[src/rtl/core/ffha_pkg.sv]
// shared types and constants for the first-fit heap allocator
package ffha_pkg;

	localparam logic [1:0] CMD_ALLOC   = 2'd0;
	localparam logic [1:0] CMD_RELEASE = 2'd1;
	localparam logic [1:0] CMD_RESIZE  = 2'd2;

	typedef enum logic [4:0] {
		ST_IDLE,
		ST_DECODE,
		ST_CHECK,
		ST_AL_RD,
		ST_AL_WAIT,
		ST_AL_TEST,
		ST_AL_GROW,
		ST_RL_RD,
		ST_RL_WAIT,
		ST_RL_NEXT,
		ST_RL_NWAIT,
		ST_RL_TEST,
		ST_RZ_RD,
		ST_RZ_WAIT,
		ST_RZ_TEST,
		ST_RZ_WRD,
		ST_RZ_WWAIT,
		ST_RZ_WTEST,
		ST_RZ_FAIL,
		ST_DONE
	} ffha_state_t;

	// controller to datapath
	typedef struct packed {
		logic load;        // capture the transaction
		logic rd_cursor;   // read header at cursor
		logic rd_home;     // read header at home block
		logic cur_zero;    // cursor to heap start
		logic cur_next;    // cursor to following header
		logic cur_home_next; // cursor past home block
		logic cur_home;    // cursor to home block
		logic al_take;     // mark cursor busy, result there
		logic al_grow;     // append block at top
		logic rl_clear;    // clear busy of home block
		logic rl_merge;    // absorb cursor block into home
		logic rz_inplace;  // keep offset, success
		logic rz_init;     // potential starts at zero
		logic rz_accum;    // add cursor block to potential
		logic rz_commit;   // write potential as home size, busy
		logic rz_restore;  // home busy again
		logic mv_begin;    // enlarge need for the move's alloc
		logic mv_done;     // report copy on success
		logic finish;      // present the result
	} ffha_cmd_t;

	// datapath to controller
	typedef struct packed {
		logic [1:0] command;
		logic req_zero;
		logic is_null;
		logic ptr_ok;
		logic cur_below_top;
		logic cur_busy;
		logic cur_fits;
		logic home_fits;
		logic pot_fits;
		logic alloc_ok;
	} ffha_stat_t;

endpackage

[src/rtl/core/ffha_ctrl.sv]
// controller state machine sequencing header walks
module ffha_ctrl import ffha_pkg::*; (
	input  logic       clk,
	input  logic       arst_n,
	input  logic       in_valid,
	input  logic       out_busy,
	input  ffha_stat_t st,
	output ffha_cmd_t  cmd,
	output logic       take
);

	ffha_state_t state_q, state_d;
	logic        moving_q, moving_d;

	always_ff @(posedge clk or negedge arst_n) begin
		if (!arst_n) begin
			state_q  <= ST_IDLE;
			moving_q <= 1'b0;
		end else begin
			state_q  <= state_d;
			moving_q <= moving_d;
		end
	end

	assign take = (state_q == ST_IDLE) && in_valid;

	always_comb begin
		state_d  = state_q;
		moving_d = moving_q;
		case (state_q)
			ST_IDLE:   if (in_valid) state_d = ST_DECODE;
			ST_DECODE: begin
				moving_d = 1'b0;
				state_d  = ST_CHECK;
			end
			ST_CHECK: begin
				state_d = ST_DONE;
				if (st.command == CMD_ALLOC) begin
					if (!st.req_zero) state_d = ST_AL_RD;
				end else if (st.command == CMD_RELEASE) begin
					if (!st.is_null && st.ptr_ok) state_d = ST_RL_RD;
				end else if (st.command == CMD_RESIZE) begin
					if (st.req_zero) begin
						if (!st.is_null && st.ptr_ok) state_d = ST_RL_RD;
					end else if (st.is_null) begin
						state_d = ST_AL_RD;
					end else if (st.ptr_ok) begin
						state_d = ST_RZ_RD;
					end
				end
			end
			ST_AL_RD:   state_d = st.cur_below_top ? ST_AL_WAIT : ST_AL_GROW;
			ST_AL_WAIT: state_d = ST_AL_TEST;
			ST_AL_TEST: state_d = (!st.cur_busy && st.cur_fits) ?
				(moving_q ? ST_RL_RD : ST_DONE) : ST_AL_RD;
			ST_AL_GROW: state_d = (moving_q && st.alloc_ok) ? ST_RL_RD :
				(moving_q ? ST_RZ_FAIL : ST_DONE);
			ST_RL_RD:    state_d = ST_RL_WAIT;
			ST_RL_WAIT:  state_d = ST_RL_NEXT;
			ST_RL_NEXT:  state_d = st.cur_below_top ? ST_RL_NWAIT : ST_DONE;
			ST_RL_NWAIT: state_d = ST_RL_TEST;
			ST_RL_TEST:  state_d = st.cur_busy ? ST_DONE : ST_RL_RD;
			ST_RZ_RD:    state_d = ST_RZ_WAIT;
			ST_RZ_WAIT:  state_d = ST_RZ_TEST;
			ST_RZ_TEST:  state_d = st.home_fits ? ST_DONE : ST_RZ_WRD;
			ST_RZ_WRD:   state_d = st.cur_below_top ? ST_RZ_WWAIT : ST_AL_RD;
			ST_RZ_WWAIT: state_d = ST_RZ_WTEST;
			ST_RZ_WTEST: begin
				if (st.cur_busy) state_d = ST_AL_RD;
				else if (st.pot_fits) state_d = ST_DONE;
				else state_d = ST_RZ_WRD;
				if (st.cur_busy || (!st.cur_busy && !st.pot_fits)) moving_d = st.cur_busy;
			end
			ST_RZ_FAIL: state_d = ST_DONE;
			ST_DONE:    if (!out_busy) state_d = ST_IDLE;
			default:    state_d = ST_IDLE;
		endcase
		// entering the move path
		if ((state_q == ST_RZ_WRD && !st.cur_below_top) ||
				(state_q == ST_RZ_WTEST && st.cur_busy))
			moving_d = 1'b1;
	end

	always_comb begin
		cmd = '0;
		case (state_q)
			ST_IDLE:   cmd.load = in_valid;
			ST_CHECK: begin
				if (st.command == CMD_RESIZE && !st.req_zero && !st.is_null && st.ptr_ok)
					cmd.cur_home = 1'b1;
				else
					cmd.cur_zero = 1'b1;
				if ((st.command == CMD_RELEASE || (st.command == CMD_RESIZE && st.req_zero))
						&& !st.is_null && st.ptr_ok)
					cmd.rl_clear = 1'b1;
			end
			ST_AL_RD:   begin
				cmd.rd_cursor = st.cur_below_top;
				cmd.al_grow   = !st.cur_below_top;
			end
			ST_AL_TEST: begin
				if (!st.cur_busy && st.cur_fits) begin
					cmd.al_take = 1'b1;
					if (moving_q) begin
						cmd.mv_done  = 1'b1;
						cmd.rl_clear = 1'b1;
					end
				end else begin
					cmd.cur_next = 1'b1;
				end
			end
			ST_AL_GROW: if (moving_q) begin
				if (st.alloc_ok) begin
					cmd.mv_done  = 1'b1;
					cmd.rl_clear = 1'b1;
				end
			end
			ST_RL_RD:    cmd.rd_home = 1'b1;
			ST_RL_WAIT:  cmd.cur_home_next = 1'b1;
			ST_RL_NEXT:  cmd.rd_cursor = st.cur_below_top;
			ST_RL_TEST:  cmd.rl_merge = !st.cur_busy;
			ST_RZ_RD:    cmd.rd_home = 1'b1;
			ST_RZ_TEST: begin
				cmd.rz_inplace = st.home_fits;
				cmd.rz_init    = 1'b1;
				cmd.rl_clear   = !st.home_fits;
			end
			ST_RZ_WRD: begin
				cmd.rd_cursor = st.cur_below_top;
				if (!st.cur_below_top) begin
					cmd.mv_begin = 1'b1;
					cmd.cur_zero = 1'b1;
				end
			end
			ST_RZ_WTEST: begin
				if (st.cur_busy) begin
					cmd.mv_begin = 1'b1;
					cmd.cur_zero = 1'b1;
				end else if (st.pot_fits) begin
					cmd.rz_commit = 1'b1;
				end else begin
					cmd.rz_accum = 1'b1;
					cmd.cur_next = 1'b1;
				end
			end
			ST_RZ_FAIL:  cmd.rz_restore = 1'b1;
			ST_DONE:     cmd.finish = 1'b1;
			default:     cmd = '0;
		endcase
	end

endmodule

[config.mk]
export PLATFORM = sky130hd
export DESIGN_NAME = ffha_ctrl
export DESIGN_NICKNAME = d
export VERILOG_FILES = /design/src/rtl/core/ffha_pkg.sv /design/src/rtl/core/ffha_ctrl.sv
export SDC_FILE = /design/constraint.sdc
export NUM_CORES = 1
export LEC_CHECK = 0
export ABC_AREA = 0
export BUFFER_PORTS_ARGS = -buffer_cell sky130_fd_sc_hd__buf_2
export CORE_MARGIN = 2
export CORE_UTILIZATION = 30
export CTS_BUF_LIST = sky130_fd_sc_hd__clkbuf_2
export DETAILED_ROUTE_END_ITERATION = 7
export GPL_TIMING_DRIVEN = 0
export PLACE_DENSITY = 0.55
export SLEW_MARGIN = 40
export SYNTH_ARGS = -nofsm -noshare
export SYNTH_HDL_FRONTEND = slang
export SYNTH_SLANG_ARGS = --single-unit
[constraint.sdc]
create_clock -name clk -period 2.47 [get_ports clk]
set_input_delay 0.1235 -clock clk [delete_from_list [all_inputs] [get_ports clk]]
set_output_delay 0.1235 -clock clk [all_outputs]
set_load 0.01 [all_outputs]
==> run summary <==
Outcome: completed
Max_slew headroom: 0.6036
Arrival time at the worst endpoint: 1.94 ns
Startpoint class of the critical path: flip-flop
Drt first-iter violations: 25
Delay-heaviest family, CP: simple AND/OR/NAND/NOR gates
Fmax: 484.5 MHz
Initial antenna violation count: 0
Synth Cell Area: 887.1 sq um
Post-synthesis async set-or-reset flop share: 1.000
CTS tree: done
CP max stage cell: nor3b_1
Post-detail-place hpwl: 2.248 mm
Vias in the first global route: 1,011
Avg Inst Size Synth: 7.154 sq um
Initial core utilization: 0.3189
Period minus WS final: 2.064 ns
Die area: 0.003408 sq mm
ANT nets after route: 0
Antenna Diode Count: 0
# port buffers: 33
Setup_tns: 0 ns
Worst VDD drop: 0.5349 mV
RSZ-0062 raised after global routing: no
Most common cell after layout, fill and taps aside: buf_2
Max incr delay on CP: 0.53 ns
Fillers: 319
Gp weighted congestion: 0.9057
Hold/Removal Path Class: in -> async
Final #Nets: 178
Total area of sequential cells: 150.1 sq um
Largest fanout on the critical path: 10
Worst setup path category: reg -> out
Count of max-cap constraint violations: 0
Layout area overhead: 25.81%
H-tree depth: 1
Final Hold Viols: 0
Die height: 58.38 microns
Total wire length: 2.886 mm
Worst Max-Slew Pin Slew: 0.5933 ns
EDFF count, synth: 0
Clock transition at path regs: 0.07 ns
Die X: 58.38 microns
# rows: 19
First-pass GRT wire length: 4.733 mm
Final worst path period share: 0.8356
Routed vias: 1,074
Core area: 0.002781 sq mm
Fraction of layout instances using a drive strength above 1: 0.2981
Clk_lat worst skew: 0.22 ns
CTS max path bufs: 2
Drc violations: 0
Multi-input gate area: 644.4 sq um
Critical path, cell by cell: buf_4 -> nor3b_1 -> nand2_1 -> nor3_1 -> o21bai_1 -> buf_2
Dominant synthesized flop cell: dfrtp_1
Clk sinks: 6
Clock Skew: 0.005769 ns
Cells after Synth: 124
Final setup fails: 0
Total GRT Usage: 0.1763
Count of state elements after synthesis: 6
Pwr Density: 1029 mW/mm^2
CTS Buf Count: 3
Worst Path Required: 2.35 ns
Largest net degree at the start of global routing: 11
Slew Limit Fails: 0
Io pins: 35
Syn Nets: 139
Yosys warnings: 0
Pwr Total: 1.148 mW
Seq/Total Area, Yosys: 0.1693
Commonest non-fill, non-tap cells in the layout: buf_2 (38), nand2_1 (13), nor2_1 (10)
Clock root buffer: clkbuf_2
Post-DR wirelength/cell: 15.03 microns
Leakage power: 0.5630 nW
Crit path buffers/inverters: 2
Unique masters post-synth: 46
CP Capture Type: output pin
Post-DR vias/cell: 5.594
Total global routing overflow: 0
Drt first pass iters: 4
## per-stage QoR
stage / hold WS (ns) / utilization / std cells / setup WS, ns / area [sq um]
after global placement: -0.05184 / 0.3923 / 188 / 0.6710 / 1091
after CTS: 0.2402 / 0.4013 / 192 / 0.3954 / 1116
after floorplan: -0.1721 / - / 124 / 0.8118 / 887.1
after global routing: 0.2681 / 0.4013 / 192 / 0.2417 / 1116
after detailed placement: -0.04497 / 0.3923 / 188 / 0.6607 / 1091
final: 0.2536 / 0.4013 / 192 / 0.4061 / 1116
## repair_timing
action                                 4_1_cts  5_1_grt
endpoints found under the hold margin        6        0
resized for setup                            0        0
hold buffers                                 1        0
setup buffers                                0        0
## power breakdown
group	switching (mW)	leakage (nW)	internal, mW
registers	0.0346	0.0771	0.146
clock network	0.0356	0.0125	0.0330
logic	0.544	0.473	0.355
## cell type report
cell class              count  share of cell area
repair buffers             34              0.1570
plain buffers              11             0.06278
flip-flops and latches      6              0.1345
well taps                  31             0.03475
inverters                   6             0.02018
clock buffers               3             0.01345
multi-input cells         101              0.5774
## per-layer routing
layer,up-vias,global-route usage,share of wire
met5,-,0,0
met4,0,0.03654,0.0045
met3,2,0.01538,0.048
met2,30,0.2921,0.49
met1,505,0.2487,0.45
li1,537,-,-
## state kept, by name, indices dropped and copies added, names as in the netlist
name / cells
moving_q: 1
state_q: 5
## synth_stat cells (all sizes together), types with 2 or more instances
cell type / count / area share
nand2: 13 / 0.055
nor2: 10 / 0.042
buf: 9 / 0.071
dfrtp: 6 / 0.17
inv: 6 / 0.025
nand2b: 6 / 0.042
and3: 5 / 0.041
nor2b: 5 / 0.035
a21oi: 4 / 0.023
nand3: 4 / 0.023
nor3: 4 / 0.028
nor3b: 4 / 0.034
o21ai: 4 / 0.023
a211o: 3 / 0.030
nand3b: 3 / 0.025
nor4: 3 / 0.028
o22ai: 3 / 0.021
a211oi: 2 / 0.017
a31oi: 2 / 0.014
clkbuf: 2 / 0.0085
mux2i: 2 / 0.023
o2bb2ai: 2 / 0.020
o31ai: 2 / 0.017
o32ai: 2 / 0.020
or4: 2 / 0.017
## cells by family (layout without fill, tap and decap cells)
| logic type | Yosys count | after routing | synth area share |
|---|---|---|---|
| AOI/OAI and AO/OA | 34 | 34 | 0.2779 |
| buffers and inverters | 17 | 54 | 0.1044 |
| DFF | 6 | 6 | 0.1692 |
| muxes | 2 | 2 | 0.02257 |
| and+or+nand+nor | 65 | 65 | 0.4260 |
## path summary, 6_finish.rpt
path                             from    endpoint  slack, ns  cells past startpoint
hold reg to reg              moving_q    moving_q       0.58                      2
hold / removal                 arst_n  state_q[2]       0.25                      2
setup reg to reg           state_q[1]  state_q[2]       0.71                      4
setup / recovery           state_q[3]     cmd[14]       0.41                      6
max in group asynchronous      arst_n  state_q[3]       2.07                      2
min in group clk             in_valid  state_q[0]       0.29                      3
(Power assumes the default switching activity.)
